### config.mk
export PLATFORM = sky130hd
export DESIGN_NAME = scc_register_interface_unit
export DESIGN_NICKNAME = d
export VERILOG_FILES = /design/src/hw/rtl/sri_pkg.sv /design/src/hw/rtl/sri_core.sv /design/src/hw/rtl/scc_register_interface_unit.sv
export SDC_FILE = /design/constraint.sdc
export NUM_CORES = 1
export LEC_CHECK = 0
export BUFFER_PORTS_ARGS = -buffer_cell sky130_fd_sc_hd__buf_2
export CELL_PAD_IN_SITES_DETAIL_PLACEMENT = 1
export CELL_PAD_IN_SITES_GLOBAL_PLACEMENT = 1
export CORE_MARGIN = 2
export CORE_UTILIZATION = 40
export CTS_CLUSTER_DIAMETER = 200
export DETAILED_ROUTE_END_ITERATION = 8
export HOLD_SLACK_MARGIN = 0.02
export PLACE_DENSITY = 0.67
export SLEW_MARGIN = 0
export SYNTH_ARGS = -nofsm -noshare
export SYNTH_HDL_FRONTEND = slang
export SYNTH_SLANG_ARGS = --single-unit
export TNS_END_PERCENT = 1
### constraint.sdc
create_clock -name clk -period 3.35 [get_ports clk]
set_clock_uncertainty 0.15 [all_clocks]
set_input_delay 0.5025 -clock clk [delete_from_list [all_inputs] [get_ports clk]]
set_output_delay 0.5025 -clock clk [all_outputs]
set_load 0.05 [all_outputs]
### src/hw/rtl/sri_pkg.sv
// Shared types and register codes for the serial controller register front end.
package sri_pkg;

  // Transaction kinds on the input channel.
  localparam logic [1:0] OP_READ    = 2'd0;
  localparam logic [1:0] OP_WRITE   = 2'd1;
  localparam logic [1:0] OP_CARRIER = 2'd2;

  // Register pointer values that select a register.
  localparam logic [3:0] PTR_CMD   = 4'd0;
  localparam logic [3:0] PTR_IMASK = 4'd1;
  localparam logic [3:0] PTR_VEC   = 4'd2;
  localparam logic [3:0] PTR_MCTL  = 4'd9;
  localparam logic [3:0] PTR_EXT   = 4'd15;

  // Command codes in bits 5..3 of a pointer-zero control write.
  localparam logic [2:0] CMD_POINT_HIGH = 3'd1;
  localparam logic [2:0] CMD_RESET_EXT  = 3'd2;

  // Bit positions inside the control registers.
  localparam int MCTL_MIE_BIT  = 3;
  localparam int MCTL_VSHI_BIT = 4;
  localparam int EXT_DCD_BIT   = 3;

  // Status codes placed in the vector for an active channel.
  localparam logic [2:0] VEC_CODE_CH0 = 3'b001;
  localparam logic [2:0] VEC_CODE_CH1 = 3'b101;

  typedef struct packed {
    logic [1:0] opcode;
    logic [1:0] bus_address;
    logic [7:0] write_data;
    logic       dcd_channel;
    logic       dcd_level;
  } item_t;

  typedef struct packed {
    logic [7:0] read_data;
    logic       irq_line;
    logic       irq_changed;
  } result_t;

endpackage

### src/hw/rtl/sri_core.sv
// Register file and single-pass decode of one transaction for the front end.
module sri_core (
  input  logic            clk,
  input  logic            rst_n,
  input  logic            fire,
  input  sri_pkg::item_t  item,
  output sri_pkg::result_t result
);
  import sri_pkg::*;

  logic [3:0] ptr_r, ptr_nxt;
  logic [7:0] vec_r, vec_nxt;
  logic [7:0] mctl_r, mctl_nxt;
  logic [7:0] imask_r [2];
  logic [7:0] imask_nxt [2];
  logic [7:0] emask_r [2];
  logic [7:0] emask_nxt [2];
  logic [1:0] carrier_r, carrier_nxt;
  logic [1:0] pend_r, pend_nxt;
  logic [7:0] estat_r [2];
  logic [7:0] estat_nxt [2];
  logic       last_irq_r, last_irq_nxt;

  logic       ch;
  logic       ctrl_port;
  logic [2:0] cmd;
  logic [1:0] chan_act;
  logic [1:0] chan_act_nxt;
  logic [7:0] rd;
  logic       line;

  always_comb begin
    ch        = item.bus_address[0];
    ctrl_port = !item.bus_address[1];
    cmd       = item.write_data[5:3];

    ptr_nxt      = ptr_r;
    vec_nxt      = vec_r;
    mctl_nxt     = mctl_r;
    imask_nxt    = imask_r;
    emask_nxt    = emask_r;
    carrier_nxt  = carrier_r;
    pend_nxt     = pend_r;
    estat_nxt    = estat_r;
    rd           = 8'h00;

    for (int i = 0; i < 2; i++) begin
      chan_act[i] = imask_r[i][0] && pend_r[i];
    end

    case (item.opcode)
      OP_READ: begin
        if (ctrl_port) begin
          unique case (ptr_r)
            PTR_CMD: rd = carrier_r[ch] ? 8'h08 : 8'h00;
            PTR_EXT: rd = estat_r[ch];
            PTR_VEC: begin
              if (!ch) begin
                rd = vec_r;
                // Status modification: the lower-numbered active channel wins.
                if (chan_act != 2'b00) begin
                  if (mctl_r[MCTL_VSHI_BIT]) begin
                    rd[6:4] = chan_act[0] ? VEC_CODE_CH0 : VEC_CODE_CH1;
                  end else begin
                    rd[3:1] = chan_act[0] ? VEC_CODE_CH0 : VEC_CODE_CH1;
                  end
                end
              end
            end
            default: rd = 8'h00;
          endcase
          ptr_nxt = 4'd0;
        end
      end
      OP_WRITE: begin
        if (ctrl_port) begin
          unique case (ptr_r)
            PTR_CMD: begin
              if (cmd == CMD_RESET_EXT) begin
                pend_nxt[ch]  = 1'b0;
                estat_nxt[ch] = 8'h00;
              end
            end
            PTR_IMASK: imask_nxt[ch] = item.write_data;
            PTR_VEC:   vec_nxt       = item.write_data;
            PTR_MCTL:  mctl_nxt      = item.write_data;
            PTR_EXT:   emask_nxt[ch] = item.write_data;
            default: ;
          endcase
          if (ptr_r != PTR_CMD) begin
            ptr_nxt = 4'd0;
          end else begin
            ptr_nxt = {cmd == CMD_POINT_HIGH, item.write_data[2:0]};
          end
        end
      end
      OP_CARRIER: begin
        if (carrier_r[item.dcd_channel] != item.dcd_level) begin
          carrier_nxt[item.dcd_channel] = item.dcd_level;
          if (emask_r[item.dcd_channel][EXT_DCD_BIT]) begin
            pend_nxt[item.dcd_channel]               = 1'b1;
            estat_nxt[item.dcd_channel][EXT_DCD_BIT] = 1'b1;
          end
        end
      end
      default: ;
    endcase

    // The interrupt line reflects the state after this transaction.
    for (int i = 0; i < 2; i++) begin
      chan_act_nxt[i] = imask_nxt[i][0] && pend_nxt[i];
    end
    line         = mctl_nxt[MCTL_MIE_BIT] && (chan_act_nxt != 2'b00);
    last_irq_nxt = line;

    result.read_data   = rd;
    result.irq_line    = line;
    result.irq_changed = line != last_irq_r;
  end

  always_ff @(posedge clk) begin
    if (!rst_n) begin
      ptr_r      <= '0;
      vec_r      <= '0;
      mctl_r     <= '0;
      imask_r    <= '{default: '0};
      emask_r    <= '{default: '0};
      carrier_r  <= '0;
      pend_r     <= '0;
      estat_r    <= '{default: '0};
      last_irq_r <= 1'b0;
    end else if (fire) begin
      ptr_r      <= ptr_nxt;
      vec_r      <= vec_nxt;
      mctl_r     <= mctl_nxt;
      imask_r    <= imask_nxt;
      emask_r    <= emask_nxt;
      carrier_r  <= carrier_nxt;
      pend_r     <= pend_nxt;
      estat_r    <= estat_nxt;
      last_irq_r <= last_irq_nxt;
    end
  end

  // The stored line must track the line reported with the last transaction.
  a_last_irq: assert property (@(posedge clk) disable iff (!rst_n)
    fire |=> last_irq_r == $past(result.irq_line))
    else $error("last interrupt line does not match reported line");

  // Any control read leaves the pointer at zero.
  a_ptr_clr_rd: assert property (@(posedge clk) disable iff (!rst_n)
    fire && item.opcode == OP_READ && !item.bus_address[1] |=> ptr_r == 4'd0)
    else $error("pointer not cleared after control read");

  // A point-high command at pointer zero selects the upper register bank.
  a_point_high: assert property (@(posedge clk) disable iff (!rst_n)
    fire && item.opcode == OP_WRITE && !item.bus_address[1] && ptr_r == 4'd0
      && item.write_data[5:3] == CMD_POINT_HIGH |=> ptr_r[3])
    else $error("point-high command did not set pointer bit 3");

endmodule

### src/hw/rtl/scc_register_interface_unit.sv
// Top level of the serial controller register front end with its handshake stages.
// Each transaction (bus read, bus write or carrier-detect change) passes an input
// register and then a result register, and one transaction is taken in every
// cycle while the result side keeps up. The rate is set by the update of the
// shared register file, which decodes the pointer, updates all channel state and
// forms the interrupt line in one pass. A stalled result holds the input register,
// and the input side stalls only when both stages are full.
module scc_register_interface_unit (
  input  logic       clk,
  input  logic       rst_n,
  input  logic       in_valid,
  output logic       in_ready,
  input  logic [1:0] in_opcode,
  input  logic [1:0] in_bus_address,
  input  logic [7:0] in_write_data,
  input  logic       in_dcd_channel,
  input  logic       in_dcd_level,
  output logic       out_valid,
  input  logic       out_ready,
  output logic [7:0] out_read_data,
  output logic       out_irq_line,
  output logic       out_irq_changed
);
  import sri_pkg::*;

  logic    in_vld_r;
  item_t   item_r;
  logic    out_vld_r;
  result_t res_r;
  result_t res;
  logic    move;

  assign move     = in_vld_r && (!out_vld_r || out_ready);
  assign in_ready = !in_vld_r || move;

  sri_core u_core (
    .clk    (clk),
    .rst_n  (rst_n),
    .fire   (move),
    .item   (item_r),
    .result (res)
  );

  always_ff @(posedge clk) begin
    if (!rst_n) begin
      in_vld_r <= 1'b0;
    end else if (in_ready) begin
      in_vld_r <= in_valid;
    end
  end

  always_ff @(posedge clk) begin
    if (in_valid && in_ready) begin
      item_r <= '{opcode: in_opcode, bus_address: in_bus_address,
                  write_data: in_write_data, dcd_channel: in_dcd_channel,
                  dcd_level: in_dcd_level};
    end
  end

  always_ff @(posedge clk) begin
    if (!rst_n) begin
      out_vld_r <= 1'b0;
    end else if (move) begin
      out_vld_r <= 1'b1;
    end else if (out_ready) begin
      out_vld_r <= 1'b0;
    end
  end

  always_ff @(posedge clk) begin
    if (move) begin
      res_r <= res;
    end
  end

  assign out_valid       = out_vld_r;
  assign out_read_data   = res_r.read_data;
  assign out_irq_line    = res_r.irq_line;
  assign out_irq_changed = res_r.irq_changed;

endmodule
==> Word-level counts from Yosys, hierarchy flattened <==
Index checks and enable logic that the tools add are counted.
{ "word_totals": {"reg_bits": 96, "out_inout_bits": 12, "word_cells": 142, "in_bits": 18} }
{ "classes": {"n_lt_le_gt_ge": 8, "muxes": 52, "eq_ne": 16, "n_bitwise": 10, "n_reduce_logical": 31} }
{ "op_table": {"columns": ["operator", "count"], "rows": [
  ["$mux 16", 5],
  ["$mux 4", 11],
  ["$mux 8", 5],
  ["$bwmux 16", 2],
  ["$pmux 16 s2", 1],
  ["$mux 9", 3],
  ["$pmux 8 s3", 1],
  ["$reduce_and 4->1", 5],
  ["$and 16x16->16", 1],
  ["$demux 8 s1", 2],
  ["$not 16->16", 1],
  ["$or 16x16->16", 1],
  ["$logic_and 1x1->1", 11],
  ["$mux 2", 5],
  ["$reduce_bool 2->1", 5],
  ["$mux 3", 3],
  ["$eq 4x4->1 const B", 2],
  ["$mux 1", 8],
  ["$pmux 4 s2", 1],
  ["$reduce_and 7->1", 1],
  ["$mux 6", 1],
  ["$ne 2x1->1 const B", 3],
  ["$ne 2x2->1 const B", 3],
  ["$eq 4x1->1 const B", 1],
  ["25 further kinds", 35]
]} }

==> Logic depth before layout (Yosys ltp) <==
Gate-level depths: netlist (run 1).
{ "depth": {"ltp_word": 14, "mapped_depth": 8, "mapped_depth_nobuf": 7} }

==> Hierarchy <==
Synthesis (run 1) repeated with hierarchy kept, for this count alone.
{ "unflattened": {"cells_unflattened": 258, "area_unflattened_um2": 2849.0} }
{ "by_module_without_submodules": {"columns": ["mod", "area_per_inst_um2", "seq_area_each_um2", "cells_each", "n_inst"], "rows": [
  ["sri_core", 2024.4, 780.7, 225, 1],
  ["scc_register_interface_unit", 824.5, 760.7, 33, 1]
]} }

==> Worst setup path after synthesis (run 1) <==
No wires, ideal clock.
{ "synth_path": {"kind": "reg2reg", "startpoint": "register out_vld_r (netlist: out_valid)", "endpoint": "register u_core.mctl_r[3]", "t_arrival_ns": 2.125, "slack_ns": 0.948, "stages_incl_launch_ff": 8, "period_less_slack_ns": 2.402, "setup_ns": 0.128, "required_ns": 3.072, "path_cell_list": "dfxtp_1 > nor2b_1 > nand2b_1 > clkbuf_1 > inv_1 > nand4_1 > mux2i_1 > nor2_1"} }
{ "synth_via": {"elab_chain_cells": 3} }
{ "synth_rtl": {"columns": ["item", "line_no", "text"], "rows": [
  ["from (decl)", "scc_register_interface_unit.sv:28", "logic out_vld_r;"],
  ["from (signal assigned)", "scc_register_interface_unit.sv:62", "out_vld_r <= 1'b0;"],
  ["from (signal assigned)", "scc_register_interface_unit.sv:64", "out_vld_r <= 1'b1;"],
  ["from (signal assigned)", "scc_register_interface_unit.sv:66", "out_vld_r <= 1'b0;"],
  ["$logic_not 1->1", "scc_register_interface_unit.sv:33", "assign move = in_vld_r && (!out_vld_r || out_ready);"],
  ["$logic_or 1x1->1", "scc_register_interface_unit.sv:33", null],
  ["$logic_and 1x1->1", "scc_register_interface_unit.sv:33", null],
  ["via move", "scc_register_interface_unit.sv:31", "logic move;"],
  ["to (signal assigned)", "sri_core.sv:135", "mctl_r <= mctl_nxt;"],
  ["to (decl)", "sri_core.sv:13", "logic [7:0] mctl_r, mctl_nxt;"]
]} }
The timed path passes the listed nets, and every way through them passes these cells.
A chain may end at the register's enable or synchronous reset.

==> run summary, run 1 <==
status -> completed
worst path required time -> 3280 ps
Gate power share -> 0.058
Main synth FF type -> dfxtp_1
Die W -> 87.3 um
Rows -> 30
hold-fix buffers at CTS -> 0
r2r startpoint -> item_r[12]
worst hold path class -> primary input to flip-flop
largest net degree at the start of global routing -> 26
starting density of the core -> 0.411
cts repair resizes -> 0
post-synthesis sequential area ratio -> 0.555
number of synthesized flops with an enable pin -> 24
initial antenna violation count -> 0
share of cells above drive strength 1 -> 0.171
RSZ-0062 raised after global routing -> false
Min-Delay Endpoint -> item_r[5]
min-delay src -> in_write_data[3]
CP arrival -> 2490 ps
via/cell ratio -> 5.26
internal power -> 0.00123 W
Clock Tree Buf Depth -> 2
CTS buffer count -> 9
Critical Path Sink Type -> flip-flop
Synth Register Bits -> 65
DRC errors left -> 0
Crit Path Max Fanout -> 10
vias in the first global route -> 2061
crit path from -> item_r[12]
Reg2Reg Setup Slack -> 800 ps
Final Hold Fails -> 0
reg2reg path depth -> 7
power per cell area -> 503 mW/mm^2
Avg Cell Area, Syn -> 10.6 sq um
H-tree levels -> 3
routability cong. -> 0.756
sw frac -> 0.232
die height -> 87.3 um
Max Cap Viol -> 0
Achievable Freq -> 392 MHz
antenna diode count -> 0
setup ws final -> 796 ps
post-layout minimum cycle time -> 2550 ps
Synth Instances -> 263
syn_nets -> 285
clock sink count -> 65
IO Port Bufs -> 29
Area Growth Syn to Fin -> 14.7%
Switch Pwr -> 0.000372 W
total track usage -> 0.181
Slew Viols, Final -> 0
Setup CP Type -> flip-flop to flip-flop
Vias -> 1994
pre-CTS setup slack -> 732 ps
max_slew headroom -> 0.482
io pins -> 30
DP HPWL -> 4440 um
first-pass GRT wire length -> 10300 um
FFs w/ async S/R, synth -> 0
Yosys warning total -> 0
worst r2r dst -> out_irq_changed
drt pass-1 iters -> 4
Total Nets Final -> 316
Hold Path Depth -> 1
Final period util -> 0.762
sequential share of power -> 0.534
WL/cell -> 16.2 um
Static Leak -> 1.29 nW
Max VDD drop -> 238 uV
post-synth cell types -> 50
Routed Antenna Nets -> 0
CTS Root Cell -> clkbuf_8
Reg clk slew, reported paths -> 70 ps
Die ar. -> 0.00763 sq mm
total gr overflow -> 0
1st-iter DRT viols -> 55
CTS tree -> built
setup violators final -> 0
Mapped Area -> 0.00278 sq mm
clock share of power -> 0.408
Worst Hold Slack -> 191 ps
worst slew pin tran -> 777 ps
Critical Path Start Type -> flip-flop
setup tns final -> 0 ps
total wire length -> 6160 um
core area -> 0.00676 sq mm
number of post-CTS setup repair buffers -> 0
Clock Latency Late Sink -> 330 ps
==> power groups by stage <==
stage	sequential, W	combinational (W)	clock (W)
after floorplan	0.000883	0.0000504	0
after global placement	0.000873	0.0000921	0
after detailed placement	0.000874	0.0000937	0
after CTS	0.000856	0.0000937	0.000678
after global routing	0.000860	0.000102	0.000709
final	0.000856	0.0000927	0.000653
==> worst max-delay path: stages (launching register included) <==
cell and delay, ps:
edfxtp_1 360, inv_1 80, ha_1 320, or3b_1 420, or3_1 370, o211ai_1 250, o32a_1 270, xnor2_1 80
==> final cells by class <==
type                            count  area [sq um]
Sequential cell                    65          1540
Tap cell                           80           100
Fill cell                         775          3570
Multi-Input combinational cell    179          1160
Clock buffer                       11           141
Timing Repair Buffer               29           145
Clock inverter                      5          55.1
Inverter                           10          37.5
==> cells in the mapped netlist, types with 2 or more instances <==
master     n  area [sq um]
nand2b_1   4          25.0
nand4_1    2          12.5
nor3_1     3          15.0
dfxtp_1   41           821
nor2b_1    4          25.0
and4_1     3          26.3
inv_1      9          33.8
edfxtp_1  24           721
clkbuf_1   8          30.0
o21ai_1    2          10.0
or4_1      2          15.0
a31oi_1    5          31.3
nand3_1    2          10.0
mux2_2     2          22.5
or3_1      4          25.0
nor2_1    42           158
and2_1    15          93.8
o21ai_0    2          10.0
o31a_1     2          17.5
a22oi_1    4          30.0
a211oi_1   2          15.0
ha_1       4          50.1
nand2_1   14          52.6
xnor2_1    2          17.5
mux2i_1   24           240
o31ai_1    2          15.0
a21oi_1   12          60.1
==> cells by family (layout without fill, tap and decap cells) <==
family | Yosys count | after routing | share of synthesized area
simple gates | 105 | 105 | 0.199
mux | 26 | 26 | 0.0946
flops | 65 | 65 | 0.555
buf+inv | 19 | 55 | 0.0257
xor+xnor | 3 | 3 | 0.00946
compound gates | 41 | 41 | 0.0982
fa+ha+maj | 4 | 4 | 0.0180
==> cells in the final DEF (no fill, tap or decap), types with 3 or more instances in the layout <==
cell	n
or3_1	4
inv_1	9
nor3_1	3
a22oi_1	4
a21oi_1	12
clkbuf_8	10
nor2b_1	4
nand2_1	14
edfxtp_1	24
nor2_1	42
buf_2	29
mux2i_1	24
a31oi_1	5
and4_1	3
and2_1	15
ha_1	4
nand2b_1	4
dfxtp_1	41
==> routing by layer <==
layer  wire [um]  track usage  share of wire
met4         130       0.0769          0.021
met2        2840        0.284           0.46
met5           0            0              0
met1        2920        0.232           0.47
met3         266       0.0531          0.043
==> sequential cells by signal, indices dropped and copies added (netlist names), 4 cells and up <==
name / count
item_r: 14
out_read_data: 8
u_core.vec_r: 8
u_core.estat_r: 16
u_core.ptr_r: 4
==> stage by stage <==
| step | std cells | util | total power (W) | instance area (sq um) |
|---|---|---|---|---|
| floorplan | 263 | - | 0.000933 | 2780 |
| global route | 379 | 0.471 | 0.00167 | 3190 |
| global placement | 363 | 0.442 | 0.000965 | 2990 |
| detailed placement | 363 | 0.442 | 0.000968 | 2990 |
| CTS | 379 | 0.471 | 0.00163 | 3190 |
| finish | 379 | 0.471 | 0.00160 | 3190 |
==> worst max path at each step <==
stage	to	slack [ps]	depth (start not counted)
after floorplan	u_core.mctl_r[3]	950	7
after global placement	u_core.mctl_r[3]	840	7
after detailed placement	u_core.mctl_r[4]	730	7
after CTS	out_irq_changed	790	7
after global routing	out_irq_changed	640	7
final	out_irq_changed	800	7
Note: power is estimated with default switching activity, not from simulation.
==> run 2, diff against run 1 <==
--- a/config.mk
+++ b/config.mk
@@ -13,7 +13,7 @@
 export CTS_CLUSTER_DIAMETER = 200
 export DETAILED_ROUTE_END_ITERATION = 8
 export HOLD_SLACK_MARGIN = 0.02
-export PLACE_DENSITY = 0.67
+export PLACE_DENSITY = 0.7
 export SLEW_MARGIN = 0
 export SYNTH_ARGS = -nofsm -noshare
 export SYNTH_HDL_FRONTEND = slang
==> constraint.sdc (replaced) <==
create_clock -name clk -period 2.26 [get_ports clk]
set_clock_uncertainty 0.15 [all_clocks]
set_input_delay 0.339 -clock clk [delete_from_list [all_inputs] [get_ports clk]]
set_output_delay 0.339 -clock clk [all_outputs]
set_load 0.05 [all_outputs]
==> run 2 against run 1 <==
  * The flow now finishes with violations (negative setup slack)
  * Hold slack worse by 150 ps
  * Worst setup slack got worse by 840 ps
  * Clock power increased by 55%
  * Sequential share of layout area is 5.2 points lower
  * Register-to-register slack worse by 840 ps
  * Sequential cell count unchanged
  * Maximum frequency increased by 11%
  * Final cell count grew 11%
  * Non-clock buffer count rose by 40
  * Die area stayed put
==> run summary, run 2 (synthesis results as in run 1) <==
DRC errors left -> 0
Switch Pwr -> 0.000607 W
Clock Tree Buf Depth -> 2
CP arrival -> 2240 ps
CTS Root Cell -> clkbuf_8
clock sink count -> 65
Total Nets Final -> 356
first-pass GRT wire length -> 11200 um
Max Cap Viol -> 0
Max VDD drop -> 533 uV
placed cells -> 390
Final period util -> 1.02
Crit Path Max Fanout -> 3
sw frac -> 0.245
power per cell area -> 693 mW/mm^2
Setup CP Type -> flip-flop to flip-flop
WL/cell -> 16.3 um
total gr overflow -> 0
Reg clk slew, reported paths -> 80 ps
setup violators final -> 2
1st-iter DRT viols -> 59
Worst Hold Slack -> 38.8 ps
setup ws final -> -42.3 ps
initial antenna violation count -> 0
final std cells w/o fill -> 419
post-layout minimum cycle time -> 2300 ps
io pins -> 30
vias in the first global route -> 2288
core area -> 0.00676 sq mm
most frequent cells in the layout -> 42 x nor2_1, 40 x dfxtp_1, 29 x buf_2
Static Leak -> 1.48 nW
Gate power share -> 0.081
via/cell ratio -> 5.16
internal power -> 0.00187 W
Slew Viols, Final -> 0
most common cell after layout, fill and taps aside -> nor2_1
Vias -> 2164
drt pass-1 iters -> 6
Critical Path Sink Type -> flip-flop
setup tns final -> -48.8 ps
RSZ-0062 raised after global routing -> true
antenna diode count -> 0
starting density of the core -> 0.411
failing checks -> negative setup slack
DP HPWL -> 4930 um
Die W -> 87.3 um
Critical Path Start Type -> flip-flop
Largest regs -> u_core.estat_r x16, item_r x14
worst hold path class -> primary input to flip-flop
total wire length -> 6810 um
total track usage -> 0.195
Achievable Freq -> 434 MHz
crit path from -> item_r[13]
Largest register FFs -> 16
IO Port Bufs -> 29
Final Hold Fails -> 0
CTS buffer count -> 9
routability cong. -> 0.792
worst slew pin tran -> 485 ps
worst path required time -> 2200 ps
min-delay src -> in_bus_address[1]
Area Growth Syn to Fin -> 28.6%
die height -> 87.3 um
Rows -> 30
largest net degree at the start of global routing -> 26
share of cells above drive strength 1 -> 0.265
clock share of power -> 0.410
Routed Antenna Nets -> 0
H-tree levels -> 3
r2r startpoint -> item_r[13]
Clock Latency Late Sink -> 340 ps
register with the most flip-flops -> u_core.estat_r
status -> finished with violations
sequential share of power -> 0.510
Die ar. -> 0.00763 sq mm
CTS tree -> built
max_slew headroom -> 0.677
-- run 2: changes by cell type in the layout (fill, tap and decap cells not counted), moves of 2 or more --
cell | before | now
ha_4 | 0 | 2
inv_1 | 9 | 7
nand3_1 | 2 | 0
dlygate4sd3_1 | 0 | 12
buf_4 | 0 | 28
nand3_2 | 0 | 2
ha_1 | 4 | 2
inv_2 | 1 | 3
-- run 2: power groups by stage --
stage,sequential [W],combinational [W],clock [W]
after floorplan,0.00131,0.0000747,0
after global placement,0.00129,0.000173,0
final,0.00126,0.000200,0.00101
after global routing,0.00126,0.000217,0.00108
after CTS,0.00126,0.000198,0.00103
after detailed placement,0.00129,0.000178,0
-- run 2: worst paths after layout --
path | slack (ps) | endpoint | cells after the start
max | -40 | out_irq_changed | 7
min | 40 | item_r[11] | 1
max reg2reg | -40 | out_irq_changed | 7
min reg2reg | 310 | u_core.estat_r[9] | 1
-- run 2: metrics by stage --
step | worst slack [ps] | power [W] | utilization | instance area [sq um]
2_1_floorplan | -129 | 0.00138 | - | 2780
3_3_place_gp | -102 | 0.00146 | 0.473 | 3190
3_5_place_dp | -176 | 0.00147 | 0.473 | 3190
4_1_cts | -57.5 | 0.00249 | 0.524 | 3540
5_1_grt | -123 | 0.00257 | 0.529 | 3570
6_report | -42.3 | 0.00248 | 0.529 | 3570
-- run 2: layout make-up --
class / instances / area, sq um
Timing Repair Buffer: 69 / 475
Tap cell: 80 / 100
Multi-Input combinational cell: 179 / 1210
Clock inverter: 6 / 66.3
Fill cell: 763 / 3190
Inverter: 10 / 37.5
Sequential cell: 65 / 1540
Clock buffer: 10 / 138
-- run 2: timing repair --
| item | 4_1_cts | 5_1_grt |
|---|---|---|
| pin swaps | 9 | 3 |
| endpoints found under the setup margin | 25 | 26 |
| gates resized for setup | 8 | 2 |
| setup buffers | 1 | 0 |
| endpoints found under the hold margin | 10 | 2 |
| hold buffers | 10 | 2 |
-- run 2: routing by layer --
layer  vias to the layer above  wire (um)  GRT usage
met3                         6        192     0.0521
met1                      1046       3210      0.244
met4                         0         64     0.0503
li1                       1076          -          -
met2                        36       3350      0.333
met5                         -          0          0
-- run 2: critical path, stage by stage, from the launching register on --
cell      delay, ps
edfxtp_1        390
inv_2            70
ha_4            260
or3b_1          350
or4_1           430
nand3_2         100
o32a_1          210
xnor2_1          80
==> run 3, diff against run 2 <==
--- a/config.mk
+++ b/config.mk
@@ -6,8 +6,9 @@
 export NUM_CORES = 1
 export LEC_CHECK = 0
 export BUFFER_PORTS_ARGS = -buffer_cell sky130_fd_sc_hd__buf_2
-export CELL_PAD_IN_SITES_DETAIL_PLACEMENT = 1
+export CELL_PAD_IN_SITES_DETAIL_PLACEMENT = 0
 export CELL_PAD_IN_SITES_GLOBAL_PLACEMENT = 1
+export CORE_ASPECT_RATIO = 1.25
 export CORE_MARGIN = 2
 export CORE_UTILIZATION = 40
 export CTS_CLUSTER_DIAMETER = 200
==> run 3 against run 2 <==
  * The flow still finishes with violations (negative setup slack)
  * Sequential power hardly changed
  * Total power is 7.4% lower
  * Sequential share of layout area is 0.11 points lower
  * Combinational power is 2% higher
  * Utilization is 1.0 points higher
  * Critical path type unchanged
  * Highest routed layer unchanged
==> run summary, run 3 (synthesis results as in run 1) <==
status -> finished with violations
failing checks -> negative setup slack
Vias -> 2141
RSZ-0062 raised after global routing -> true
CP peak stage delay -> 430 ps
DP HPWL -> 4370 um
clock sink count -> 65
Critical Path Sink Type -> flip-flop
Final period util -> 1.01
Area Growth Syn to Fin -> 28.9%
Setup CP Type -> flip-flop to flip-flop
CP arrival -> 2220 ps
CTS Root Cell -> clkbuf_8
total gr overflow -> 0
via/cell ratio -> 4.96
Static Leak -> 1.50 nW
Critical Path Start Type -> flip-flop
1st-iter DRT viols -> 92
share of cells above drive strength 1 -> 0.267
antenna diode count -> 0
io pins -> 30
worst slew pin tran -> 451 ps
DRC errors left -> 0
Largest regs -> u_core.estat_r x16, item_r x14
Achievable Freq -> 439 MHz
Finished Cell Area -> 0.00358 sq mm
vias in the first global route -> 2068
first-pass GRT wire length -> 9970 um
drt pass-1 iters -> 4
critical path cell sequence -> inv_2 -> ha_4 -> or3b_1 -> or4_1 -> nand3_2 -> o32a_1 -> xnor2_1
CTS tree -> built
Slew Viols, Final -> 0
Crit Path Max Fanout -> 3
H-tree levels -> 3
total wire length -> 6090 um
Layout Utilization -> 0.538
power per cell area -> 641 mW/mm^2
Rows -> 33
routability cong. -> 0.824
final std cells w/o fill -> 432
starting density of the core -> 0.418
worst hold path class -> primary input to flip-flop
most common cell after layout, fill and taps aside -> nor2_1
Routed Antenna Nets -> 0
Max Cap Viol -> 0
setup violators final -> 1
Clock Latency Late Sink -> 340 ps
initial antenna violation count -> 0
max_slew headroom -> 0.699
slowest cell on the critical path -> or4_1
Clock Tree Buf Depth -> 2
CTS buffer count -> 9
IO Port Bufs -> 29
Largest register FFs -> 16
core area -> 0.00665 sq mm
placed cells -> 398
WL/cell -> 14.1 um
Total Nets Final -> 362
Max VDD drop -> 327 uV
post-layout minimum cycle time -> 2280 ps
Final Hold Fails -> 0
Die ar. -> 0.00763 sq mm
most frequent cells in the layout -> 42 x nor2_1, 40 x dfxtp_1, 32 x buf_4
die height -> 97.2 um
setup tns final -> -17.0 ps
setup ws final -> -17.0 ps
placed standard-cell area -> 0.00321 sq mm
total track usage -> 0.172
worst path required time -> 2200 ps
Die W -> 78.5 um
Reg clk slew, reported paths -> 70 ps
largest net degree at the start of global routing -> 26
register with the most flip-flops -> u_core.estat_r
## run 3: cell types whose count changed in the layout (fill, tap and decap cells not counted), moves of 2 or more
cell	previous run	this run
clkinvlp_4	3	1
buf_4	28	32
clkinv_2	1	6
dlygate4sd3_1	12	14
## run 3: area by class of cell
class                   count  area [sq um]
fillers                   601          3070
flip-flops and latches     65          1540
multi-input cells         179          1200
repair buffers             75           526
clock buffers               9           124
well taps                  87           109
clock inverters             7          37.5
inverters                  10          37.5
## run 3: critical path, delay by kind of cell, from the launching register on
family | cells | cell delay [ps]
adder cells (fa/ha/maj) | 1 | 260
AND/OR/NAND/NOR | 3 | 870
AO/OA/AOI/OAI | 1 | 230
XOR/XNOR | 1 | 80
flip-flops | 1 | 380
buffers and inverters | 1 | 70
## run 3: worst paths after layout
path	start	endpoint	slack, ps	cells after the start
worst max-delay path	item_r[13]	out_irq_changed	-20	7
worst min-delay path	in_valid	in_vld_r	80	3
worst max register to register	item_r[13]	out_irq_changed	-20	7
worst min register to register	u_core.estat_r[1]	u_core.estat_r[1]	300	1
## run 3: report_power, final
| part | switching (W) | total [W] | internal [W] |
|---|---|---|---|
| combinational | 0.000113 | 0.000204 | 0.0000912 |
| clock | 0.000444 | 0.000829 | 0.000385 |
| sequential | 0.0000180 | 0.00126 | 0.00124 |
## run 3: stage by stage
step,worst slack [ps],hold slack [ps],power [W]
6_report,-17.0,75.8,0.00229
5_1_grt,-138,101,0.00238
4_1_cts,-28.1,22.1,0.00231
3_5_place_dp,-120,291,0.00146
3_3_place_gp,-75.7,288,0.00146
2_1_floorplan,-129,274,0.00138
## run 3: layer usage
metal / routed length [um] / vias to the layer above / global-route usage
li1: - / 1096 / -
met4: 115 / 0 / 0.0891
met5: 0 / - / 0
met2: 3070 / 29 / 0.284
met1: 2760 / 1006 / 0.211
met3: 148 / 10 / 0.0335
## run 3: what timing repair did
action                                 4_1_cts  5_1_grt
buffers inserted                             3        1
hold buffers                                13        1
resized for setup                            1        7
pin swaps                                    6        5
setup endpoints to repair                    3       26
endpoints found under the hold margin       13        1
